===== config.mk =====
export PLATFORM = sky130hd
export DESIGN_NAME = rsw_band
export DESIGN_NICKNAME = d
export VERILOG_FILES = /design/src/hw/rtl/rsw_pkg.sv /design/src/hw/rtl/rsw_band.sv
export SDC_FILE = /design/constraint.sdc
export NUM_CORES = 1
export LEC_CHECK = 0
export BUFFER_PORTS_ARGS = -buffer_cell sky130_fd_sc_hd__buf_2
export CAP_MARGIN = 10
export CORE_MARGIN = 10
export CORE_UTILIZATION = 51
export CTS_CLUSTER_SIZE = 30
export DETAILED_ROUTE_END_ITERATION = 8
export GPL_TIMING_DRIVEN = 0
export PLACE_DENSITY_LB_ADDON = 0.15
export SETUP_SLACK_MARGIN = 0.15
export SYNTH_ARGS = -nofsm -noshare
export SYNTH_HDL_FRONTEND = slang
export SYNTH_SLANG_ARGS = --single-unit

===== constraint.sdc =====
create_clock -name clk -period 5.6 [get_ports clk]
set_input_delay 0.84 -clock clk [delete_from_list [all_inputs] [get_ports clk]]
set_output_delay 0.84 -clock clk [all_outputs]
set_load 0.01 [all_outputs]

===== src/hw/rtl/rsw_pkg.sv =====
// ----------------------------------------------------------------------------
// rsw_pkg
// Shared widths, codes and types of the rolling shutter row shift warp core.
// ----------------------------------------------------------------------------
package rsw_pkg;

  localparam int CFG_W      = 11;
  localparam int BCNT_W     = 5;
  localparam int CNT_W      = 10;
  localparam int ROW_W      = 10;
  localparam int COL_W      = 10;
  localparam int PIX_W      = 8;
  localparam int SHIFT_W    = 11;
  localparam int BIDX_W     = 4;
  localparam int CMD_W      = 2;
  localparam int CFG_AW     = 4;
  localparam int CFG_DW     = 32;
  localparam int IN_DW      = 24;
  localparam int OUT_DW     = 32;
  localparam int FIFO_DEPTH = 8;

  localparam int DEF_MAX_WIDTH  = 1024;
  localparam int DEF_MAX_HEIGHT = 1024;
  localparam int DEF_MAX_BANDS  = 16;

  localparam logic [CFG_W-1:0]  RST_WIDTH  = 11'd640;
  localparam logic [CFG_W-1:0]  RST_HEIGHT = 11'd480;
  localparam logic [BCNT_W-1:0] RST_BANDS  = 5'd8;

  typedef enum logic [CMD_W-1:0] {
    CMD_LOAD  = 2'd0,
    CMD_PIXEL = 2'd1,
    CMD_DRAIN = 2'd2
  } cmd_t;

  typedef enum logic [1:0] {
    REG_WIDTH  = 2'd0,
    REG_HEIGHT = 2'd1,
    REG_BANDS  = 2'd2
  } reg_idx_t;

  // clamped frame geometry
  typedef struct packed {
    logic [CFG_W-1:0]  width;
    logic [CFG_W-1:0]  height;
    logic [BCNT_W-1:0] bands;
  } eff_cfg_t;

  // one transaction as it moves down the pipeline
  typedef struct packed {
    logic               emit;
    logic               load;
    logic               wr;
    logic               last;
    logic               nz;
    logic [CFG_W-1:0]   row;
    logic [CFG_W-1:0]   col;
    logic [CFG_W-1:0]   km1;
    logic [BIDX_W-1:0]  bidx;
    logic [SHIFT_W-1:0] shift;
    logic [PIX_W-1:0]   pixel;
  } item_t;

  typedef struct packed {
    logic [ROW_W-1:0] row;
    logic [COL_W-1:0] col;
    logic [PIX_W-1:0] pixel;
    logic             last;
  } res_t;

endpackage


===== src/hw/rtl/rsw_band.sv =====
// ----------------------------------------------------------------------------
// rsw_band
// Two-stage band locator: D*(k-1) against registered thresholds j*R.
// ----------------------------------------------------------------------------
module rsw_band #(
  parameter int MAX_BANDS = rsw_pkg::DEF_MAX_BANDS
) (
  input  logic                             clk,
  input  logic [rsw_pkg::CFG_W-1:0]        hm1,
  input  logic [rsw_pkg::BCNT_W-1:0]       bands,
  input  logic [rsw_pkg::CFG_W-1:0]        km1,
  input  logic                             nz,
  output logic [$clog2(MAX_BANDS+1)-1:0]   band
);

  localparam int BW = $clog2(MAX_BANDS + 1);
  localparam int TW = rsw_pkg::CFG_W + rsw_pkg::BCNT_W + BW;

  logic [TW-1:0]        thr_r [MAX_BANDS];
  logic [TW-1:0]        p_r;
  logic                 nz_r;
  logic [MAX_BANDS-1:0] hit;
  logic [BW-1:0]        band_nxt;
  logic [BW-1:0]        band_r;

  // band = number of j in 0..D-1 with j*R <= D*(k-1)
  always_ff @(posedge clk) begin
    for (int j = 0; j < MAX_BANDS; j++) begin
      thr_r[j] <= TW'(j) * TW'(hm1);
    end
    p_r    <= TW'(bands) * TW'(km1);
    nz_r   <= nz;
    band_r <= band_nxt;
  end

  always_comb begin
    for (int j = 0; j < MAX_BANDS; j++) begin
      hit[j] = (thr_r[j] <= p_r);
    end
    band_nxt = nz_r ? BW'($countones(hit)) : '0;
  end

  assign band = band_r;

endmodule


==> impl_metrics.csv <==
group,metric,value,unit
status,status,"finished, final reports clean",
clock_network,cts_buffers,17,
worst_setup_path,regToRegEndpoint,"band[3]$_SDFF_PN0_",
placement,dp_cells,1682,
sta,setup_viol_count_final,0,
logic_synthesis,syn_area,12600,um2
clock_network,clk_pin_slew,0.05,ns
grt,grt_pass1_wl,50900,um
sta,rsz0062_at_grt,"false",
grt,grt_max_degree,17,
logic_synthesis,synth_edf_count,0,
logic_synthesis,syn_nets,1749,
worst_setup_path,critical_path_class,"flip-flop to flip-flop",
logic_synthesis,synth_top_cell_area_share,30.6,%
logic_synthesis,synthCells,1325,
clock_network,clockRootBuffer,"clkbuf_16",
layout,diodes,0,
drt,via_per_inst,5.59,
floorplan,die_y,177,um
job,cap_violations,0,
floorplan,row_count,57,
layout,area_growth,15.1,%
sta,worst_slack,0.309,ns
logic_synthesis,avgSynthCellArea,9.50,um2
floorplan,dieArea,31400,um2
min_path,hold_path_depth,1,
logic_synthesis,synthFlopType,"dfxtp_1",
clock_network,cts_tree,"done",
power,power_density,615,nW/um2
drt,num_vias,9848,
drt,drt-pass1-iter-count,5,
layout,final_cells,1763,
logic_synthesis,yosys_warnings,0,
sta,max_freq,0.189,GHz
logic_synthesis,synthArstFlopShare,0,%
clock_network,clkLatencyLatePin,0.43,ns
worst_setup_path,timing.rr.start,"p_r[10]$_DFF_P_",
min_path,min_to,"band[2]$_SDFF_PN0_",
sta,final_max_slew_viol_count,0,
drt,ant_nets,0,
placement,dp_hpwl,23900,um
grt,grt_pass1_vias,9805,
clock_network,clockBufferDepth,2,
min_path,hold_path_class,"flip-flop to flip-flop",
layout,final_nets,1852,
drt,drc,0,
power,p_leak,7.16,nW
drt,wl,31800,um
floorplan,die_w,177,um
grt,track_usage,20.6,%
drt,drt_iter0_markers,495,
worst_setup_path,startpoint,"p_r[10]$_DFF_P_",
logic_synthesis,synth_area_leaders,"ha_1 31%, dfxtp_1 19%, fa_1 14%, inv_1 4.3%, xnor2_1 3.6%",
clock_network,cts.sink_count,117,
drt,wire_per_inst,18.1,um
sta,clock_skew,0.0129,ns
clock_network,ctsHoldBuffers,0,
worst_setup_path,critPathCaptureType,"flip-flop",
floorplan,initial_core_util,51.7,%
power,peakVddDrop,1.13,mV
worst_setup_path,r2r.worst_path.cells,19,
floorplan,io_pins,34,
grt,antenna_found_initial,0,
layout,drive_gt1_share,11.6,%
worst_setup_path,path_max_fanout,6,
floorplan,core_area,24300,um2
sta,finalHoldViolCount,0,
worst_setup_path,r2r_slack,0.31,ns
placement,pre_cts_ws,-0.298,ns
worst_setup_path,start_kind,"flip-flop",
min_path,holdCritStartpoint,"nz_r$_DFF_P_",
grt,grt_overflow,0,
sta,relSlewSlack,37.5,%
sta,finalCriticalPeriod,5.29,ns
clock_network,cts_max_level,4,
logic_synthesis,yosysTopAreaCell,"ha_1",
logic_synthesis,yosysSeqAreaShare,18.6,%
logic_synthesis,synth_cell_types,61,
placement,gp_congestion,0.889,
sta,worstMarginPinSlew,0.915,ns
layout,post-route-util,59.5,%
worst_setup_path,cp.arrival,5.60,ns
logic_synthesis,ys_ff_latch,117,
worst_setup_path,cp_data_required_time,5.91,ns
sta,post-route-period-util,94.5,%
placement,placement.io_buffers,33,
flip-flops by register name, indices dropped and copies added, names as in the netlist:
| register | cells |
|---|---|
| band | 5 |
| p_r | 16 |
| nz_r | 1 |
| thr_r | 95 |
per-stage QoR:
| stage | area [um2] | TNS, ns | hold slack [ns] | total power [mW] |
|---|---|---|---|---|
| final | 14500 | 0 | 0.511 | 8.91 |
| after floorplan | 12600 | 0 | 0.465 | 5.80 |
| after detailed placement | 13200 | -0.460 | 0.497 | 7.15 |
| after global routing | 14500 | 0 | 0.507 | 10.1 |
| after CTS | 14000 | 0 | 0.510 | 8.54 |
| after global placement | 13200 | -0.372 | 0.503 | 6.98 |
per-layer routing:
layer / global-route usage, % / up-vias / wire (um)
li1: - / 4926 / -
met3: 3.20 / 39 / 1360
met1: 28.0 / 4670 / 15200
met2: 32.8 / 213 / 14400
met4: 6.58 / 0 / 913
met5: 0 / - / 0
worst max-delay path: stages, from the launching register on:
cell	delay, ns
dfxtp_1	0.35
clkinvlp_4	0.11
buf_12	0.15
ha_1	0.31
a21o_1	0.16
a21oi_1	0.16
nor2_1	0.06
a2111oi_0	0.29
nor3_1	0.10
o21ai_1	0.36
ha_1	0.24
fa_1	0.42
fa_1	0.51
fa_1	0.51
fa_1	0.56
ha_2	0.18
inv_1	0.05
fa_1	0.37
xnor2_1	0.13
and2_1	0.14
synthesized netlist by cell type (all sizes together) (3+ instances only):
library cell,n
o41ai,3
nand2,70
clkbuf,6
a2111oi,7
dfxtp,117
a21boi,4
o211ai,6
nor3,17
o21a,22
and3,5
xnor2,51
a31o,6
o21ai,51
a211oi,9
nor2b,19
nand4,28
nand2b,6
inv,144
nor4,6
and2,35
nor2,62
a21o,60
ha,308
and4b,3
xor2,20
fa,87
a21oi,87
and4,7
a41oi,3
or3,7
o31ai,3
o21bai,13
nand3,11
a31oi,13
worst max-delay path by stage:
stage                               endpoint  cells after the start
after detailed placement  band[3]$_SDFF_PN0_                     20
after floorplan           band[3]$_SDFF_PN0_                     20
after global placement    band[3]$_SDFF_PN0_                     20
after CTS                 band[3]$_SDFF_PN0_                     21
final                     band[3]$_SDFF_PN0_                     19
after global routing      band[3]$_SDFF_PN0_                     22
cells by family after synthesis:
kind of cell    Yosys count  share of synthesized area, %
fa+ha+maj               395                          44.5
compound gates          306                          15.9
simple gates            285                          11.6
buf+inv                 150                          4.47
flops                   117                          18.6
xor+xnor                 71                          4.94
other cells               1                        0.0298
cell usage in the layout (no fill, tap or decap), types with 17 or more instances in the layout:
master     netlist  final
fa_1            87     86
nand4_1         28     28
xor2_1          20     20
a21o_1          58     58
ha_1           308    302
clkbuf_16        0     17
inv_1          144    132
nor2_1          62     60
xnor2_1         51     51
buf_2            0     33
a21oi_1         86     84
dfxtp_1        117    113
o21ai_0         51     45
and2_1          34     33
buf_4            0     39
nand2_1         70     70
nor2b_1         19     18
o21a_1          22     22
report_power, final:
| group | internal [mW] | switching [mW] | total, mW |
|---|---|---|---|
| combinational | 3.05 | 3.35 | 6.41 |
| clock | 0.774 | 0.384 | 1.16 |
| sequential | 1.16 | 0.179 | 1.34 |
| total | 4.99 | 3.92 | 8.91 |
layout make-up:
cell class / instances / area [um2]
Buffer: 6 / 22.5
Clock buffer: 22 / 474
Clock inverter: 8 / 149
Fill cell: 2117 / 9840
Inverter: 144 / 586
Multi-Input combinational cell: 1058 / 9840
Sequential cell: 117 / 2350
Tap cell: 324 / 405
Timing Repair Buffer: 83 / 652
Timing Repair inverter: 1 / 5.00
timing repair:
item | 4_1_cts | 5_1_grt
resized for setup | 9 | 48
endpoints found under the hold margin | 0 | 0
pin swaps | 0 | 18
gates cloned | 0 | 1
buffers inserted | 16 | 34
setup endpoints to repair | 3 | 2
Note: power is estimated with default switching activity, not from simulation.
