<file path="config.mk">
export PLATFORM = sky130hd
export DESIGN_NAME = rsw_fifo
export DESIGN_NICKNAME = d
export VERILOG_FILES = /design/src/hw/rtl/rsw_pkg.sv /design/src/hw/rtl/rsw_fifo.sv
export SDC_FILE = /design/constraint.sdc
export NUM_CORES = 1
export LEC_CHECK = 0
export ABC_AREA = 1
export BUFFER_PORTS_ARGS = -buffer_cell sky130_fd_sc_hd__buf_4
export CAP_MARGIN = 20
export CORE_MARGIN = 2
export CORE_UTILIZATION = 60
export CTS_BUF_LIST = sky130_fd_sc_hd__clkbuf_2 sky130_fd_sc_hd__clkbuf_4 sky130_fd_sc_hd__clkbuf_8
export CTS_CLUSTER_SIZE = 20
export DETAILED_ROUTE_END_ITERATION = 12
export HOLD_SLACK_MARGIN = 0.02
export PLACE_DENSITY = 0.76
export SLEW_MARGIN = 20
export SYNTH_ARGS = -nofsm -noshare
export SYNTH_HDL_FRONTEND = slang
export SYNTH_SLANG_ARGS = --single-unit
</file>
<file path="constraint.sdc">
create_clock -name clk -period 6.8 [get_ports clk]
set_clock_uncertainty 0.15 [all_clocks]
set_input_delay 1.7 -clock clk [delete_from_list [all_inputs] [get_ports clk]]
set_output_delay 1.7 -clock clk [all_outputs]
set_load 0.02 [all_outputs]
</file>
<file path="src/hw/rtl/rsw_pkg.sv">
// ----------------------------------------------------------------------------
// rsw_pkg
// Shared widths, codes and types of the rolling shutter row shift warp core.
// ----------------------------------------------------------------------------
package rsw_pkg;

  localparam int CFG_W      = 11;
  localparam int BCNT_W     = 5;
  localparam int CNT_W      = 10;
  localparam int ROW_W      = 10;
  localparam int COL_W      = 10;
  localparam int PIX_W      = 8;
  localparam int SHIFT_W    = 11;
  localparam int BIDX_W     = 4;
  localparam int CMD_W      = 2;
  localparam int CFG_AW     = 4;
  localparam int CFG_DW     = 32;
  localparam int IN_DW      = 24;
  localparam int OUT_DW     = 32;
  localparam int FIFO_DEPTH = 8;

  localparam int DEF_MAX_WIDTH  = 1024;
  localparam int DEF_MAX_HEIGHT = 1024;
  localparam int DEF_MAX_BANDS  = 16;

  localparam logic [CFG_W-1:0]  RST_WIDTH  = 11'd640;
  localparam logic [CFG_W-1:0]  RST_HEIGHT = 11'd480;
  localparam logic [BCNT_W-1:0] RST_BANDS  = 5'd8;

  typedef enum logic [CMD_W-1:0] {
    CMD_LOAD  = 2'd0,
    CMD_PIXEL = 2'd1,
    CMD_DRAIN = 2'd2
  } cmd_t;

  typedef enum logic [1:0] {
    REG_WIDTH  = 2'd0,
    REG_HEIGHT = 2'd1,
    REG_BANDS  = 2'd2
  } reg_idx_t;

  // clamped frame geometry
  typedef struct packed {
    logic [CFG_W-1:0]  width;
    logic [CFG_W-1:0]  height;
    logic [BCNT_W-1:0] bands;
  } eff_cfg_t;

  // one transaction as it moves down the pipeline
  typedef struct packed {
    logic               emit;
    logic               load;
    logic               wr;
    logic               last;
    logic               nz;
    logic [CFG_W-1:0]   row;
    logic [CFG_W-1:0]   col;
    logic [CFG_W-1:0]   km1;
    logic [BIDX_W-1:0]  bidx;
    logic [SHIFT_W-1:0] shift;
    logic [PIX_W-1:0]   pixel;
  } item_t;

  typedef struct packed {
    logic [ROW_W-1:0] row;
    logic [COL_W-1:0] col;
    logic [PIX_W-1:0] pixel;
    logic             last;
  } res_t;

endpackage

</file>
<file path="src/hw/rtl/rsw_fifo.sv">
// ----------------------------------------------------------------------------
// rsw_fifo
// Result queue decoupling the pipeline from the output handshake.
// ----------------------------------------------------------------------------
module rsw_fifo (
  input  logic          clk,
  input  logic          rst_n,
  input  logic          push,
  input  rsw_pkg::res_t push_data,
  input  logic          pop,
  output logic          out_valid,
  output rsw_pkg::res_t out_data
);

  localparam int PW = $clog2(rsw_pkg::FIFO_DEPTH);
  localparam int CW = $clog2(rsw_pkg::FIFO_DEPTH + 1);

  rsw_pkg::res_t mem_r [rsw_pkg::FIFO_DEPTH];
  logic [PW-1:0] wp_r;
  logic [PW-1:0] rp_r;
  logic [CW-1:0] cnt_r;
  logic          do_pop;

  assign out_valid = (cnt_r != '0);
  assign out_data  = mem_r[rp_r];
  assign do_pop    = pop && out_valid;

  always_ff @(posedge clk) begin
    if (push) begin
      mem_r[wp_r] <= push_data;
    end
  end

  always_ff @(posedge clk) begin
    if (!rst_n) begin
      wp_r  <= '0;
      rp_r  <= '0;
      cnt_r <= '0;
    end else begin
      if (push) begin
        wp_r <= wp_r + 1'b1;
      end
      if (do_pop) begin
        rp_r <= rp_r + 1'b1;
      end
      cnt_r <= cnt_r + CW'(push) - CW'(do_pop);
    end
  end

endmodule

</file>
==> summary.md <==
| Metric | Value |
|---|---|
| Placer's final routability congestion estimate | 0.7200 |
| Buffer cell driving the clock tree root | sky130_fd_sc_hd__clkbuf_8 |
| Register-to-Register Path Depth | 10 |
| Ant. Diodes | 0 |
| Type of origin of the critical path | flop |
| Share of synthesized area occupied by flip-flops and latches | 0.6726 |
| Die Area | 19000 um^2 |
| Period Utilization, post-route | 0.6838 |
| Measured slew at the worst slew-check pin | 1117 ps |
| Final count of hold timing violations | 0 |
| Required time of the critical path | 4950 ps |
| CTS H-tree lvls | 2 |
| Top-Level Pins | 63 |
| Layout Nets | 1198 |
| Final sum of negative setup slack | 0 ps |
| Vertical extent of the die | 137.8 um |
| Cell Area, Synth | 10750 um^2 |
| Crit-path max cell delay | 730 ps |
| Clock-pin slew reported for the worst setup and hold paths after clock tree synthesis | 60 ps |
| Via count | 7140 |
| Cell-by-cell listing of the critical path | inv_4 > buf_4 > nand2_1 > nand3_1 > nand2_1 > nand2_1 > nand2_1 > buf_4 |
| Cell type with the highest occurrence count on the critical path | sky130_fd_sc_hd__nand2_1 |
| TritonCTS clock tree | done |
| Top cells by area, synth | sky130_fd_sc_hd__edfxtp_1, sky130_fd_sc_hd__nand2_1, sky130_fd_sc_hd__inv_1, sky130_fd_sc_hd__nand3_1, sky130_fd_sc_hd__dfxtp_1 |
| RSZ-0062 raised after global routing | false |
| Run status | complete, no violations |
| Switching power share of the total | 0.3077 |
| Standard cell core area | 17420 um^2 |
| Proportion of netlist area held by the largest area contributor | 0.6483 |
| Endpoint type of the worst setup path | output pin |
| Tmin final | 4650 ps |
| Count of fill cells added during filler insertion | 1304 |
| VDD IR-drop max | 0.3565 mV |
| Part of the power in the clock network | 0.312 |
| Initial Utilization | 0.6170 |
| Distinct cells, synth | 18 |
| Hold Crit Class | flop to flop |
| Vias/cell | 5.071 |
| Number of buffers inserted by hold repair at cts | 0 |
| Total grt overflow | 0 |
| Pwr Total | 0.003954 W |
| Number of input and output port buffers inserted | 62 |
| Buf/Inv on CP | 3 |
| Cell class contributing the biggest share of worst-path delay | buffers and inverters |
| Maximum number of pins on one net before global-route repair | 85 |
| First-pass detailed-route iteration total | 5 |
| Number of setup buffers added after CTS | 0 |
| Post-Syn Instances | 1092 |
| Fraction of synthesis flops using an asynchronous set or reset pin | 0 |
| Combinational share of power | 0.248 |
| Count of state elements after synthesis | 245 |
| Hold Path Depth | 2 |
| Number of buffers inserted during clock tree synthesis | 39 |
| Worst Hold Launch | wp_r[0]$_SDFFE_PN0P_ |
| Deepest clock path buffer count | 3 |
| Overall routed net length | 21290 um |
| Switching power | 0.001216 W |
| Post-detailed-route DRC marker count | 0 |
| Max Cap Violations | 0 |
| Worst Hold End | wp_r[0]$_SDFFE_PN0P_ |
| Synth warnings | 0 |
| Number of flops mapped to enable cells by yosys | 232 |
| Number of nets in the synthesized netlist | 1132 |
| Number of global-route vias before repair | 6985 |
| Antenna violations before repair | 0 |
| Final setup violation count | 0 |
| Fraction of layout cells with a size suffix above 1 | 0.1200 |
| Maximum clock frequency | 0.2151 GHz |
| Layout-stage area growth over the synthesis result | 13.03% |
| Internal power summed over all cells | 0.002737 W |
| Maximum net fanout on the critical path | 74 |
| Detail Placement HPWL | 11420 um |
| Cell type with the largest total area after synthesis | sky130_fd_sc_hd__edfxtp_1 |
| Leading register cell type out of synthesis | sky130_fd_sc_hd__edfxtp_1 |
| Static power due to leakage | 5.634 nW |
| Most repeated cell in the gate-level netlist after synthesis | sky130_fd_sc_hd__nand2_1 |
| Worst slew margin | 0.2538 |
| Portion of total power attributed to sequential cells | 0.440 |
| Worst-path cell with the longest stage delay | sky130_fd_sc_hd__buf_4 |
| Post-cts repair resize count | 0 |
| Areal power density over the cells | 325.5 nW/um^2 |
| Die width | 137.8 um |
| Post-synth top cells | sky130_fd_sc_hd__nand2_1, sky130_fd_sc_hd__inv_1, sky130_fd_sc_hd__edfxtp_1 |
| Worst reg-to-reg setup slack | 4550 ps |
| GR Util All Layers | 0.2350 |
| Standard-cell rows | 48 |
| Category of the critical setup timing path | flop to output pin |
| Synth Area per Inst | 9.840 um^2 |
| Wire length of the first global-routing pass | 33780 um |
| Detailed router's first-iteration violation count | 579 |
| R2R Path Start | cnt_r[2]$_SDFF_PN0_ |
| Data arrival at the endpoint of the critical path | 2800 ps |
| Max Slew Vio Count | 0 |
| Crit Reg-Reg Endpoint | cnt_r[2]$_SDFF_PN0_ |
| CTS sink count | 245 |
| Clk_lat worst skew | 520 ps |
| Routed Antenna Nets | 0 |
| WL per Instance | 15.12 um |
## final cells by class
class	instances	area, um^2	area share
clock buffer	53	654.4	0.05388
timing repair buffer	70	558.0	0.04595
inverter	250	940.9	0.07747
multi-input combinational	552	2374	0.1954
tap	225	281.5	0.02318
clock inverter	13	105.1	0.008654
sequential	245	7232	0.5954
## power by group through the flow
stage	clock network [W]	registers (W)	logic, W
after global placement	0	0.00177	0.000953
after global routing	0.00131	0.00175	0.00110
final	0.00123	0.00174	0.000982
after detailed placement	0	0.00177	0.000980
after CTS	0.00125	0.00174	0.000984
after floorplan	0	0.00175	0.000705
## stage by stage
step                instance area (um^2)    util  hold slack [ps]  cells  setup slack, ps
floorplan                          10750       -            314.5   1092             2935
global placement                   11340  0.6510            329.7   1340             2772
detailed placement                 11370  0.6526            343.5   1341             2729
CTS                                12130  0.6962            351.5   1407             2157
global route                       12150  0.6973            382.7   1408             1949
finish                             12150  0.6973            343.6   1408             2150
## kinds of logic (layout without fill, tap and decap cells)
logic type,after synthesis,count (layout),share of synthesized area
adder cells (fa/ha/maj),7,7,0.008849
buffers and inverters,295,386,0.1121
AND/OR/NAND/NOR,533,533,0.2009
flip-flops,245,245,0.6726
AO/OA/AOI/OAI,12,12,0.005589
## sequential cells by signal, summed over array words and instances, names as in the netlist, named ones only
signal  flops
cnt_r       4
wp_r        3
rp_r        3
mem_r     232
## cell usage in the layout, fill, tap and decap left out
cell	instances
sky130_fd_sc_hd__bufinv_16	2
sky130_fd_sc_hd__clkinv_2	3
sky130_fd_sc_hd__nand2_1	392
sky130_fd_sc_hd__buf_4	68
sky130_fd_sc_hd__nor2_1	9
sky130_fd_sc_hd__dfxtp_1	11
sky130_fd_sc_hd__a21oi_1	8
sky130_fd_sc_hd__nor2_4	8
sky130_fd_sc_hd__inv_2	1
sky130_fd_sc_hd__edfxtp_1	232
sky130_fd_sc_hd__buf_12	1
sky130_fd_sc_hd__nand3_1	122
sky130_fd_sc_hd__fa_1	1
sky130_fd_sc_hd__buf_16	1
sky130_fd_sc_hd__inv_1	248
sky130_fd_sc_hd__clkinv_1	8
sky130_fd_sc_hd__ha_1	6
sky130_fd_sc_hd__o21ai_0	4
sky130_fd_sc_hd__inv_4	1
sky130_fd_sc_hd__clkbuf_4	12
sky130_fd_sc_hd__clkbuf_8	41
sky130_fd_sc_hd__dfxtp_2	1
sky130_fd_sc_hd__or2_2	2
sky130_fd_sc_hd__dfxtp_4	1
## tightest hold or removal path: stages (launching register included)
cell	delay, ps
sky130_fd_sc_hd__dfxtp_1	330
sky130_fd_sc_hd__nand2_1	70
sky130_fd_sc_hd__a21oi_1	50
## how the worst max path moves through the flow
| stage | start | cells after the start | end |
|---|---|---|---|
| after floorplan | push | 3 | mem_r[0][0]$_DFFE_PP_ |
| after global placement | flop | 8 | out_data[1] |
| after detailed placement | flop | 8 | out_data[7] |
| after CTS | flop | 8 | out_data[16] |
| after global routing | flop | 8 | out_data[21] |
| final | flop | 8 | out_data[21] |
## per-layer routing
| layer | global-route usage | up-vias | wire, um |
|---|---|---|---|
| met5 | 0 | - | 0 |
| met4 | 0.09014 | 0 | 494 |
| met3 | 0.04930 | 50 | 1272 |
| met2 | 0.3975 | 206 | 10530 |
| met1 | 0.3003 | 3366 | 8992 |
| li1 | - | 3518 | - |
Note: power is estimated with default switching activity, not from simulation.
