$ cat src/hw/rtl/rsw_pkg.sv
// ----------------------------------------------------------------------------
// rsw_pkg
// Shared widths, codes and types of the rolling shutter row shift warp core.
// ----------------------------------------------------------------------------
package rsw_pkg;

  localparam int CFG_W      = 11;
  localparam int BCNT_W     = 5;
  localparam int CNT_W      = 10;
  localparam int ROW_W      = 10;
  localparam int COL_W      = 10;
  localparam int PIX_W      = 8;
  localparam int SHIFT_W    = 11;
  localparam int BIDX_W     = 4;
  localparam int CMD_W      = 2;
  localparam int CFG_AW     = 4;
  localparam int CFG_DW     = 32;
  localparam int IN_DW      = 24;
  localparam int OUT_DW     = 32;
  localparam int FIFO_DEPTH = 8;

  localparam int DEF_MAX_WIDTH  = 1024;
  localparam int DEF_MAX_HEIGHT = 1024;
  localparam int DEF_MAX_BANDS  = 16;

  localparam logic [CFG_W-1:0]  RST_WIDTH  = 11'd640;
  localparam logic [CFG_W-1:0]  RST_HEIGHT = 11'd480;
  localparam logic [BCNT_W-1:0] RST_BANDS  = 5'd8;

  typedef enum logic [CMD_W-1:0] {
    CMD_LOAD  = 2'd0,
    CMD_PIXEL = 2'd1,
    CMD_DRAIN = 2'd2
  } cmd_t;

  typedef enum logic [1:0] {
    REG_WIDTH  = 2'd0,
    REG_HEIGHT = 2'd1,
    REG_BANDS  = 2'd2
  } reg_idx_t;

  // clamped frame geometry
  typedef struct packed {
    logic [CFG_W-1:0]  width;
    logic [CFG_W-1:0]  height;
    logic [BCNT_W-1:0] bands;
  } eff_cfg_t;

  // one transaction as it moves down the pipeline
  typedef struct packed {
    logic               emit;
    logic               load;
    logic               wr;
    logic               last;
    logic               nz;
    logic [CFG_W-1:0]   row;
    logic [CFG_W-1:0]   col;
    logic [CFG_W-1:0]   km1;
    logic [BIDX_W-1:0]  bidx;
    logic [SHIFT_W-1:0] shift;
    logic [PIX_W-1:0]   pixel;
  } item_t;

  typedef struct packed {
    logic [ROW_W-1:0] row;
    logic [COL_W-1:0] col;
    logic [PIX_W-1:0] pixel;
    logic             last;
  } res_t;

endpackage

$ cat src/hw/rtl/rsw_cfg.sv
// ----------------------------------------------------------------------------
// rsw_cfg
// APB register file for frame geometry, with clamped effective values.
// ----------------------------------------------------------------------------
module rsw_cfg #(
  parameter int MAX_WIDTH  = rsw_pkg::DEF_MAX_WIDTH,
  parameter int MAX_HEIGHT = rsw_pkg::DEF_MAX_HEIGHT,
  parameter int MAX_BANDS  = rsw_pkg::DEF_MAX_BANDS
) (
  input  logic                        clk,
  input  logic                        rst_n,
  input  logic                        cfg_psel,
  input  logic                        cfg_penable,
  input  logic                        cfg_pwrite,
  input  logic [rsw_pkg::CFG_AW-1:0]  cfg_paddr,
  input  logic [rsw_pkg::CFG_DW-1:0]  cfg_pwdata,
  output logic [rsw_pkg::CFG_DW-1:0]  cfg_prdata,
  output logic                        cfg_pready,
  output rsw_pkg::eff_cfg_t           eff
);

  logic [rsw_pkg::CFG_W-1:0]  width_r;
  logic [rsw_pkg::CFG_W-1:0]  height_r;
  logic [rsw_pkg::BCNT_W-1:0] bands_r;
  rsw_pkg::reg_idx_t          idx;
  logic                       wr_en;

  assign idx        = rsw_pkg::reg_idx_t'(cfg_paddr[rsw_pkg::CFG_AW-1:2]);
  assign cfg_pready = 1'b1;
  assign wr_en      = cfg_psel && cfg_penable && cfg_pwrite && cfg_pready;

  always_ff @(posedge clk) begin
    if (!rst_n) begin
      width_r  <= rsw_pkg::RST_WIDTH;
      height_r <= rsw_pkg::RST_HEIGHT;
      bands_r  <= rsw_pkg::RST_BANDS;
    end else if (wr_en) begin
      case (idx)
        rsw_pkg::REG_WIDTH:  width_r  <= cfg_pwdata[rsw_pkg::CFG_W-1:0];
        rsw_pkg::REG_HEIGHT: height_r <= cfg_pwdata[rsw_pkg::CFG_W-1:0];
        rsw_pkg::REG_BANDS:  bands_r  <= cfg_pwdata[rsw_pkg::BCNT_W-1:0];
        default: ;
      endcase
    end
  end

  always_comb begin
    case (idx)
      rsw_pkg::REG_WIDTH:  cfg_prdata = rsw_pkg::CFG_DW'(width_r);
      rsw_pkg::REG_HEIGHT: cfg_prdata = rsw_pkg::CFG_DW'(height_r);
      rsw_pkg::REG_BANDS:  cfg_prdata = rsw_pkg::CFG_DW'(bands_r);
      default:             cfg_prdata = '0;
    endcase
  end

  always_comb begin
    if (width_r == '0) begin
      eff.width = rsw_pkg::CFG_W'(1);
    end else if (32'(width_r) > MAX_WIDTH) begin
      eff.width = rsw_pkg::CFG_W'(MAX_WIDTH);
    end else begin
      eff.width = width_r;
    end
    if (height_r < rsw_pkg::CFG_W'(2)) begin
      eff.height = rsw_pkg::CFG_W'(2);
    end else if (32'(height_r) > MAX_HEIGHT) begin
      eff.height = rsw_pkg::CFG_W'(MAX_HEIGHT);
    end else begin
      eff.height = height_r;
    end
    if (bands_r == '0) begin
      eff.bands = rsw_pkg::BCNT_W'(1);
    end else if (32'(bands_r) > MAX_BANDS) begin
      eff.bands = rsw_pkg::BCNT_W'(MAX_BANDS);
    end else begin
      eff.bands = bands_r;
    end
  end

endmodule

$ cat config.mk
export PLATFORM = sky130hd
export DESIGN_NAME = rsw_cfg
export DESIGN_NICKNAME = d
export VERILOG_FILES = /design/src/hw/rtl/rsw_pkg.sv /design/src/hw/rtl/rsw_cfg.sv
export SDC_FILE = /design/constraint.sdc
export NUM_CORES = 1
export LEC_CHECK = 0
export BUFFER_PORTS_ARGS = -buffer_cell sky130_fd_sc_hd__buf_4
export CAP_MARGIN = 10
export CORE_ASPECT_RATIO = 1.25
export CORE_MARGIN = 2
export CORE_UTILIZATION = 40
export CTS_BUF_LIST = sky130_fd_sc_hd__clkbuf_8
export CTS_CLUSTER_SIZE = 20
export DETAILED_ROUTE_END_ITERATION = 7
export PLACE_DENSITY = 0.75
export REMOVE_ABC_BUFFERS = 1
export SLEW_MARGIN = 40
export SYNTH_ARGS = -nofsm -noshare
export SYNTH_HDL_FRONTEND = slang
export SYNTH_SLANG_ARGS = --single-unit
$ cat constraint.sdc
create_clock -name clk -period 1.7 [get_ports clk]
set_input_delay 0.17 -clock clk [delete_from_list [all_inputs] [get_ports clk]]
set_output_delay 0.17 -clock clk [all_outputs]
set_load 0.05 [all_outputs]
==> run_results.csv, run 1 <==
group,metric,value,unit
power_and_ir_drop,cellPowerDensity,654,nW/µm²
power_and_ir_drop,power.static_leakage,0.918,nW
synth,post-synth-top-area-fraction,0.321,
floorplanning,initial_core_util,0.414,
worst_setup_path,cp_cell_sequence,"nor4_1 > a21oi_1 > nor2_1 > buf_4",
global_route,pin_count_of_the_biggest_net_entering_global_routing,43,
layout,stdcell_count,305,
global_route,grt_usage,0.158,
route,vias,1385,
floorplanning,die_width,62.1,µm
power_and_ir_drop,power.internal,0.000891,W
power_and_ir_drop,switching_share,0.342,
floorplanning,placeableCoreArea,4070,µm²
clocking,tritoncts,"built",
synth,synth_sequential_area_ratio,0.321,
layout,drive_above_1_share,0.269,
sta,finalCritPeriodShare,0.963,
sta,fin_hold_ws,0.148,ns
worst_setup_path,data_arrival_time_of_the_worst_path,1.47,ns
synth,synth_seq_cells,27,
worst_setup_path,critical_path_buf_inv_count,1,
place,hpwlAfterDp,2740,µm
route,route.final.wire_length,3750,µm
worst_setup_path,regToRegSetupSlack,0.81,ns
worst_setup_path,setup.worst_path.end_class,"output pin",
synth,syn-mean-instance-area,8.26,µm²
sta,max_clock_freq,611,MHz
worst_setup_path,timing.critical_path.depth,4,
global_route,overflow,0,
clocking,cts_buffers,3,
min_path,min_delay_path_class,"in2reg",
worst_setup_path,worstPathMaxFanout,4,
sta,final_max_slew_viol_count,0,
worst_setup_path,worstReg2RegEnd,"height_r[10]$_SDFFE_PN0P_",
route,antenna_left,0,
sta,setup_violations_final,0,
sta,unrepaired_setup_endpoints_after_global_routing,"false",
layout,fill_cells,408,
place,numPortBuffers,55,
synth,yosys-top-cells-count,"sky130_fd_sc_hd__mux2i_1, sky130_fd_sc_hd__nand2_1, sky130_fd_sc_hd__nor2b_1",
layout,multi_input_area,966,µm²
status,result_of_the_run,"finished clean",
synth,yosysTopAreaCell,"sky130_fd_sc_hd__dfxtp_1",
route,route.detailed.drc,0,
synth,synth_enable_flop_cells,0,
worst_setup_path,cp_slowest_cell,"sky130_fd_sc_hd__nor4_1",
worst_setup_path,critPathTopFamily,"simple AND/OR/NAND/NOR gates",
sta,timing_hold_violations_final,0,
place,finalWeightedCongestion,0.721,
worst_setup_path,cp-startpoint,"height_r[2]$_SDFFE_PN0P_",
flow_run,drv_cap,0,
worst_setup_path,setup.worst_path.end,"eff[6]",
floorplanning,die_h,76.6,µm
layout,syn2layout_area_growth,22.8,%
synth,postSynthCellCount,204,
layout,final_nets,291,
clocking,clock_latency_at_the_later_pin_of_the_worst_skew_pair,0.27,ns
power_and_ir_drop,power.switching,0.000462,W
worst_setup_path,cp_data_required_time,1.53,ns
global_route,antenna_found_initial,0,
worst_setup_path,cp-start-kind,"flop",
route,drt_first_pass_iters,4,
clocking,cts-htree-levels,1,
synth,synth_most_common_cell,"sky130_fd_sc_hd__mux2i_1",
clocking,clock_transition_at_the_register_clock_pins_on_the_worst_setup_and_hold_paths_after_cts,0.09,ns
route,drt_iter0_markers,46,
power_and_ir_drop,combinationalPowerShare,0.249,
layout,ff_latch_area,541,µm²
worst_setup_path,crit_path_max_incr_delay,0.41,ns
global_route,vias_in_the_first_global_route,1230,
place,dp.cells,301,
power_and_ir_drop,seq_power_share,0.481,
clocking,cts_root_buffer,"sky130_fd_sc_hd__clkbuf_8",
floorplanning,placement_rows,26,
sta,fin_skew,0,ns
worst_setup_path,reg2reg_depth,2,
synth,synth.lib_cells_used.distinct,24,
worst_setup_path,critical_path.reg2reg.startpoint,"height_r[10]$_SDFFE_PN0P_",
global_route,grt_first_pass_wirelength,5710,µm
synth,mappedNetlistArea,1690,µm²
route,vias_per_cell,4.54,
power_and_ir_drop,power_frac_clock,0.270,
synth,synthesis.yosys.warnings,0,
floorplanning,ioPinCount,101,
worst_setup_path,crit_type,"reg2out",
power_and_ir_drop,max_ir_drop_vdd,0.328,mV
layout,diodes,0,
route,routed_wire_length_per_instance,12.3,µm
synth,ys_dominant_reg_cell,"sky130_fd_sc_hd__dfxtp_1",
floorplanning,fp.dieArea,4750,µm²
synth,synth.area.top_cells,"sky130_fd_sc_hd__dfxtp_1, sky130_fd_sc_hd__mux2i_1, sky130_fd_sc_hd__buf_4",
sta,layout_min_cycle_time,1.64,ns
synth,synth_async_sr_flop_share,0,
clocking,ctsLongestPathBuffers,2,
min_path,hold_path.startpoint,"cfg_pwdata[6]",
clocking,clock-sinks,27,
==> worst min-delay path by stage <==
| stage | endpoint | slack (ns) | cells after the start |
|---|---|---|---|
| after floorplan | bands_r[3]$_SDFFE_PN1P_ | 0.26 | 1 |
| after global placement | height_r[8]$_SDFFE_PN1P_ | 0.44 | 3 |
| after detailed placement | width_r[6]$_SDFFE_PN0P_ | 0.44 | 3 |
| after CTS | width_r[6]$_SDFFE_PN0P_ | 0.14 | 3 |
| after global routing | width_r[6]$_SDFFE_PN0P_ | 0.14 | 3 |
| final | width_r[6]$_SDFFE_PN0P_ | 0.15 | 3 |
==> through the flow <==
stage | utilization | worst slack [ns] | total power, W | TNS (ns) | instance area, µm²
final | 0.509 | 0.0636 | 0.00135 | 0 | 2070
after global routing | 0.509 | 0.0164 | 0.00140 | 0 | 2070
after CTS | 0.507 | 0.0529 | 0.00136 | 0 | 2060
after detailed placement | 0.496 | 0.367 | 0.00100 | 0 | 2020
after global placement | 0.496 | 0.328 | 0.00100 | 0 | 2020
after floorplan | - | -0.383 | 0.000899 | -0.471 | 1510
==> cell families after synthesis <==
kind of cell	synth area share
compound gates	0.0312
buf+inv	0.154
flops	0.321
mux	0.220
other cells	0.00446
simple gates	0.269
==> routing by layer <==
layer / vias to the layer above / global-route usage / share of wire
li1: 706 / - / -
met1: 618 / 0.198 / 0.43
met2: 57 / 0.264 / 0.49
met3: 4 / 0.0323 / 0.073
met4: 0 / 0.0447 / 0.012
met5: - / 0 / 0
==> flip-flops by register name, indices dropped and copies added, names as in the netlist <==
name and cells:
bands_r 5, height_r 11, width_r 11
==> power by group through the flow <==
stage          Combinational (W)  Sequential [W]  Clock (W)
5_1_grt                 0.000355        0.000652   0.000396
4_1_cts                 0.000338        0.000650   0.000373
3_3_place_gp            0.000335        0.000665          0
2_1_floorplan           0.000233        0.000665          0
6_report                0.000337        0.000650   0.000366
3_5_place_dp            0.000337        0.000665          0
==> cell type report <==
cell class	instances	area share
Clock buffer	3	0.0200
Clock inverter	1	0.00242
Inverter	3	0.00544
Multi-Input combinational cell	157	0.467
Sequential cell	27	0.261
Tap cell	56	0.0339
Timing Repair Buffer	58	0.210
==> worst reg2reg max path, delay by kind of cell (launching register included) <==
family / cells / cell delay, ns
AND/OR/NAND/NOR: 1 / 0.09
flip-flops: 1 / 0.61
multiplexers: 1 / 0.12
==> layout by cell type, fill, tap and decap left out, drive strengths merged, types with 2 or more instances in the layout <==
cell type | synthesis | layout
buf | 28 | 58
clkbuf | 9 | 3
conb | 2 | 22
dfxtp | 27 | 27
inv | 3 | 3
mux2i | 37 | 37
nand2 | 35 | 35
nand3 | 2 | 2
nor2 | 12 | 12
nor2b | 31 | 31
nor3 | 3 | 3
nor4 | 3 | 3
o21ai | 5 | 5
==> what timing repair did <==
action | CTS | global route
hold buffers | 0 | 0
setup buffers | 0 | 0
setup endpoints to repair | 0 | 2
gates resized for setup | 0 | 1
Note: power is estimated with default switching activity, not from simulation.
==> run 2: changes to the inputs <==
CAP_MARGIN = 20   (was 10)
CELL_PAD_IN_SITES_DETAIL_PLACEMENT = 1   (was default)
CELL_PAD_IN_SITES_GLOBAL_PLACEMENT = 1   (was default)
CORE_UTILIZATION = 33   (was 40)
PLACE_DENSITY = default   (was 0.75)
PLACE_DENSITY_LB_ADDON = 0.1   (was default)
==> run_results.csv, run 2 (synthesis results as in run 1) <==
group,metric,value,unit
layout,drive_above_1_share,0.276,
sta,setup_violations_final,0,
layout,final_nets,292,
layout,diodes,0,
route,met2WireLength,2010,µm
power_and_ir_drop,power.switching,0.000457,W
worst_setup_path,critical_path_buf_inv_count,1,
clocking,tritoncts,"built",
floorplanning,fp.dieArea,5700,µm²
sta,tns,0,ns
floorplanning,die_width,67.9,µm
power_and_ir_drop,power.static_leakage,0.928,nW
global_route,grt_usage,0.151,
sta,max_clock_freq,628,MHz
power_and_ir_drop,total_power,0.00135,W
worst_setup_path,crit_path_max_incr_delay,0.37,ns
worst_setup_path,critPathTopFamily,"simple AND/OR/NAND/NOR gates",
route,maxUsedRoutingLayer,"met4",
power_and_ir_drop,cellPowerDensity,642,nW/µm²
layout,multi_input_area,978,µm²
worst_setup_path,cp-start-kind,"flop",
worst_setup_path,cp_cell_sequence,"nor4_2 > a21oi_1 > nor2_1 > buf_4",
sta,final_max_slew_viol_count,0,
layout,final_common_cell,"sky130_fd_sc_hd__buf_4",
place,numPortBuffers,55,
power_and_ir_drop,power_frac_clock,0.264,
layout,layout.cells.most_common_list,"sky130_fd_sc_hd__buf_4, sky130_fd_sc_hd__mux2i_1, sky130_fd_sc_hd__nand2_1",
route,routed_wire_length_per_instance,13.7,µm
clocking,cts-htree-levels,1,
status,result_of_the_run,"finished clean",
clocking,clock-sinks,27,
global_route,pin_count_of_the_biggest_net_entering_global_routing,43,
floorplanning,placement_rows,29,
worst_setup_path,setup.worst_path.end_class,"output pin",
power_and_ir_drop,power.internal,0.000889,W
clocking,ctsLongestPathBuffers,2,
power_and_ir_drop,switching_share,0.339,
route,vias_per_cell,4.48,
clocking,cts_root_buffer,"sky130_fd_sc_hd__clkbuf_8",
sta,timing_hold_violations_final,0,
route,drt_first_pass_iters,4,
sta,finalCritPeriodShare,0.937,
global_route,grt_first_pass_wirelength,6670,µm
route,antenna_left,0,
route,m1WireLength,2010,µm
layout,ff_latch_area,541,µm²
floorplanning,die_h,83.9,µm
sta,unrepaired_setup_endpoints_after_global_routing,"false",
worst_setup_path,cp_slowest_cell,"sky130_fd_sc_hd__nor4_2",
route,met3_wirelength,244,µm
place,finalWeightedCongestion,0.668,
global_route,vias_in_the_first_global_route,1397,
power_and_ir_drop,max_ir_drop_vdd,0.321,mV
worst_setup_path,crit_type,"reg2out",
power_and_ir_drop,combinationalPowerShare,0.253,
sta,layout_min_cycle_time,1.59,ns
power_and_ir_drop,seq_power_share,0.484,
place,hpwlAfterDp,3220,µm
worst_setup_path,data_arrival_time_of_the_worst_path,1.42,ns
worst_setup_path,cp_data_required_time,1.53,ns
layout,top_regs,"height_r (11), width_r (11), bands_r (5)",
route,drt_iter0_markers,36,
floorplanning,ioPinCount,101,
clocking,cts_buffers,3,
worst_setup_path,worstPathMaxFanout,4,
sta,fin_skew,0,ns
clocking,clock_transition_at_the_register_clock_pins_on_the_worst_setup_and_hold_paths_after_cts,0.09,ns
clocking,cts-hold-fix-buffers,0,
clocking,clock_latency_at_the_later_pin_of_the_worst_skew_pair,0.26,ns
route,route.final.wire_length,4280,µm
flow_run,drv_cap,0,
layout,fill_cells,639,
global_route,antenna_found_initial,0,
layout,syn2layout_area_growth,24.4,%
route,vias,1399,
route,route.detailed.drc,0,
floorplanning,initial_core_util,0.337,
min_path,min_delay_path_class,"in2reg",
floorplanning,placeableCoreArea,5010,µm²
global_route,overflow,0,
run 2: changes by cell type in the layout (fill, tap and decap cells not counted), sizes merged:
cell,change
buf,+1
clkinv,-1
inv,+1
run 2: worst paths after layout:
path / startpoint / to / slack [ns] / cells after the start
setup / recovery: height_r[2]$_SDFFE_PN0P_ / eff[6] / 0.11 / 4
hold / removal: cfg_pwdata[6] / width_r[6]$_SDFFE_PN0P_ / 0.16 / 3
setup reg to reg: height_r[10]$_SDFFE_PN0P_ / height_r[10]$_SDFFE_PN0P_ / 0.86 / 2
hold reg to reg: bands_r[0]$_SDFFE_PN0P_ / bands_r[0]$_SDFFE_PN0P_ / 0.48 / 2
run 2: layout make-up:
class	count	area share
flip-flops and latches	27	0.258
clock inverters	1	0.00179
clock buffers	3	0.0197
multi-input cells	157	0.467
repair buffers	59	0.211
inverters	3	0.00537
well taps	62	0.0370
run 2: per-layer routing:
layer / vias up / global-route usage
met5: - / 0
met4: 0 / 0.0273
met3: 2 / 0.0189
met2: 49 / 0.255
met1: 642 / 0.203
li1: 706 / -
run 2: stage by stage:
step	utilization	cells	setup slack (ns)	area (µm²)	hold slack (ns)
floorplan	-	187	-0.383	1510	0.259
global placement	0.406	308	0.275	2030	0.438
detailed placement	0.406	308	0.262	2030	0.445
CTS	0.416	312	0.00388	2080	0.153
global route	0.419	312	0.0266	2100	0.161
finish	0.419	312	0.107	2100	0.158
run 2: tightest hold or removal path, delay by kind of cell:
family / cells / cell delay [ns]
simple gates: 1 / 0.05
buf+inv: 1 / 0.11
mux: 1 / 0.05
run 2: power by group through the flow:
stage	combinational [W]	sequential, W	clock, W
3_5_place_dp	0.000341	0.000666	0
3_3_place_gp	0.000340	0.000665	0
2_1_floorplan	0.000233	0.000665	0
5_1_grt	0.000359	0.000653	0.000399
4_1_cts	0.000342	0.000651	0.000373
6_report	0.000340	0.000651	0.000355
run 2: timing repair:
action / CTS / global route
buffers inserted: 0 / 0
gates cloned: 0 / 0
endpoints found under the hold margin: 0 / 0
setup endpoints to repair: 1 / 2
pin swaps: 0 / 0
gates resized for setup: 1 / 2
==> run 3: changes to the inputs <==
CORE_UTILIZATION = 28   (was 33)
clock period = 1.3 ns   (was 1.7 ns; I/O delays follow)
==> run_results.csv, run 3 (synthesis results as in run 1) <==
group,metric,value,unit
worst_setup_path,data_arrival_time_of_the_worst_path,1.37,ns
power_and_ir_drop,power.switching,0.000637,W
floorplanning,placeableCoreArea,5820,µm²
worst_setup_path,worstPathMaxFanout,2,
worst_setup_path,cp-start-kind,"flop",
clocking,cts-htree-levels,1,
status,failing_checks,"setup timing",
place,numPortBuffers,55,
floorplanning,placement_rows,31,
layout,diodes,0,
floorplanning,ioPinCount,101,
place,placement.setup.worst_slack,-0.136,ns
sta,final_max_slew_viol_count,0,
route,routed_wire_length_per_instance,14.4,µm
worst_setup_path,setup.worst_path.end_class,"output pin",
global_route,overflow,0,
layout,final_nets,308,
route,drt_iter0_markers,36,
sta,timing_hold_violations_final,0,
worst_setup_path,regToRegSetupSlack,0.50,ns
clocking,cts_root_buffer,"sky130_fd_sc_hd__clkbuf_8",
route,drt_first_pass_iters,4,
sta,max_clock_freq,667,MHz
sta,final.setup.worst_slack,-0.199,ns
layout,layout.cells.most_common_list,"sky130_fd_sc_hd__buf_4, sky130_fd_sc_hd__mux2i_1, sky130_fd_sc_hd__buf_6",
clocking,cts-hold-fix-buffers,0,
power_and_ir_drop,max_ir_drop_vdd,0.373,mV
sta,unrepaired_setup_endpoints_after_global_routing,"true",
worst_setup_path,critical_path.reg2reg.startpoint,"height_r[8]$_SDFFE_PN1P_",
route,vias,1511,
sta,finalCritPeriodShare,1.15,
sta,layout_min_cycle_time,1.50,ns
layout,top_regs,"height_r (11), width_r (11), bands_r (5)",
power_and_ir_drop,switching_share,0.351,
power_and_ir_drop,combinationalPowerShare,0.267,
route,vias_per_cell,4.55,
worst_setup_path,setup.worst_path.end,"eff[5]",
layout,drive_above_1_share,0.444,
flow_run,drv_cap,0,
power_and_ir_drop,seq_power_share,0.461,
floorplanning,die_h,90.7,µm
clocking,ctsLongestPathBuffers,2,
global_route,grt_first_pass_wirelength,7400,µm
route,antenna_left,0,
floorplanning,initial_core_util,0.290,
worst_setup_path,cp-startpoint,"height_r[7]$_SDFFE_PN1P_",
layout,fill_cells,685,
global_route,antenna_found_initial,0,
route,route.detailed.drc,0,
place,finalWeightedCongestion,0.740,
worst_setup_path,worstReg2RegEnd,"height_r[8]$_SDFFE_PN1P_",
sta,tns,-0.560,ns
sta,fin_skew,0,ns
global_route,vias_in_the_first_global_route,1507,
min_path,min_delay_path_class,"in2reg",
global_route,pin_count_of_the_biggest_net_entering_global_routing,43,
layout,syn2layout_area_growth,47.3,%
clocking,clock_transition_at_the_register_clock_pins_on_the_worst_setup_and_hold_paths_after_cts,0.10,ns
floorplanning,fp.dieArea,6660,µm²
layout,final_common_cell,"sky130_fd_sc_hd__buf_4",
clocking,clock_latency_at_the_later_pin_of_the_worst_skew_pair,0.27,ns
power_and_ir_drop,power.internal,0.00118,W
floorplanning,die_width,73.4,µm
power_and_ir_drop,power_frac_clock,0.272,
status,result_of_the_run,"finished, violations left",
worst_setup_path,reg2reg_depth,3,
clocking,tritoncts,"built",
global_route,grt_usage,0.143,
route,route.final.wire_length,4790,µm
place,hpwlAfterDp,3510,µm
power_and_ir_drop,power.static_leakage,1.07,nW
worst_setup_path,crit_type,"reg2out",
sta,setup_violations_final,5,
layout,ff_latch_area,582,µm²
clocking,clock-sinks,27,
worst_setup_path,cp_data_required_time,1.17,ns
clocking,cts_buffers,3,
power_and_ir_drop,cellPowerDensity,732,nW/µm²
layout,multi_input_area,1060,µm²
## run 3: how the worst min path moves through the flow
stage               depth (start not counted)                        to     startpoint
finish                                      3   width_r[6]$_SDFFE_PN0P_  cfg_pwdata[6]
global route                                3  height_r[9]$_SDFFE_PN0P_  cfg_pwdata[9]
CTS                                         3   width_r[6]$_SDFFE_PN0P_  cfg_pwdata[6]
detailed placement                          3  height_r[6]$_SDFFE_PN1P_  cfg_pwdata[6]
global placement                            3  height_r[9]$_SDFFE_PN0P_  cfg_pwdata[9]
floorplan                                   1   bands_r[3]$_SDFFE_PN1P_          rst_n
## run 3: final cells by class
cell class              count  area share
flip-flops and latches     27       0.234
clock inverters             1     0.00202
repair buffers             75       0.283
inverters                   3     0.00454
clock buffers               3      0.0166
multi-input cells         157       0.426
well taps                  66      0.0333
## run 3: metrics by stage
stage          total power, W  hold WS (ns)  std cells   util  area, µm²
3_5_place_dp          0.00133         0.410        326  0.368       2140
2_1_floorplan         0.00118         0.219        187      -       1510
4_1_cts               0.00185        0.0961        330  0.408       2370
6_report              0.00182         0.103        332  0.427       2480
5_1_grt               0.00189        0.0945        332  0.427       2480
3_3_place_gp          0.00133         0.404        326  0.368       2140
## run 3: worst max-delay path, cell delays in order (launching register included)
cell and delay, ns:
sky130_fd_sc_hd__dfxtp_4 0.37, sky130_fd_sc_hd__nor4_4 0.28, sky130_fd_sc_hd__buf_4 0.15, sky130_fd_sc_hd__a311oi_2 0.11, sky130_fd_sc_hd__buf_6 0.18
## run 3: what timing repair did
item	in CTS	in global routing
gates resized for setup	56	29
setup buffers	1	2
pin swaps	8	7
endpoints found under the setup margin	20	23
## run 3: power by group through the flow
stage / clock network, W / registers (W) / logic, W
floorplan: 0 / 0.000870 / 0.000305
global placement: 0 / 0.000867 / 0.000461
detailed placement: 0 / 0.000868 / 0.000462
CTS: 0.000524 / 0.000846 / 0.000478
global route: 0.000541 / 0.000840 / 0.000511
finish: 0.000494 / 0.000837 / 0.000485
## run 3: routing by layer
metal  track usage  share of wire  up-vias
met5             0              0        -
met2         0.234           0.50       45
li1              -              -      741
met4        0.0485          0.011        0
met3        0.0257          0.048        4
met1         0.184           0.44      721
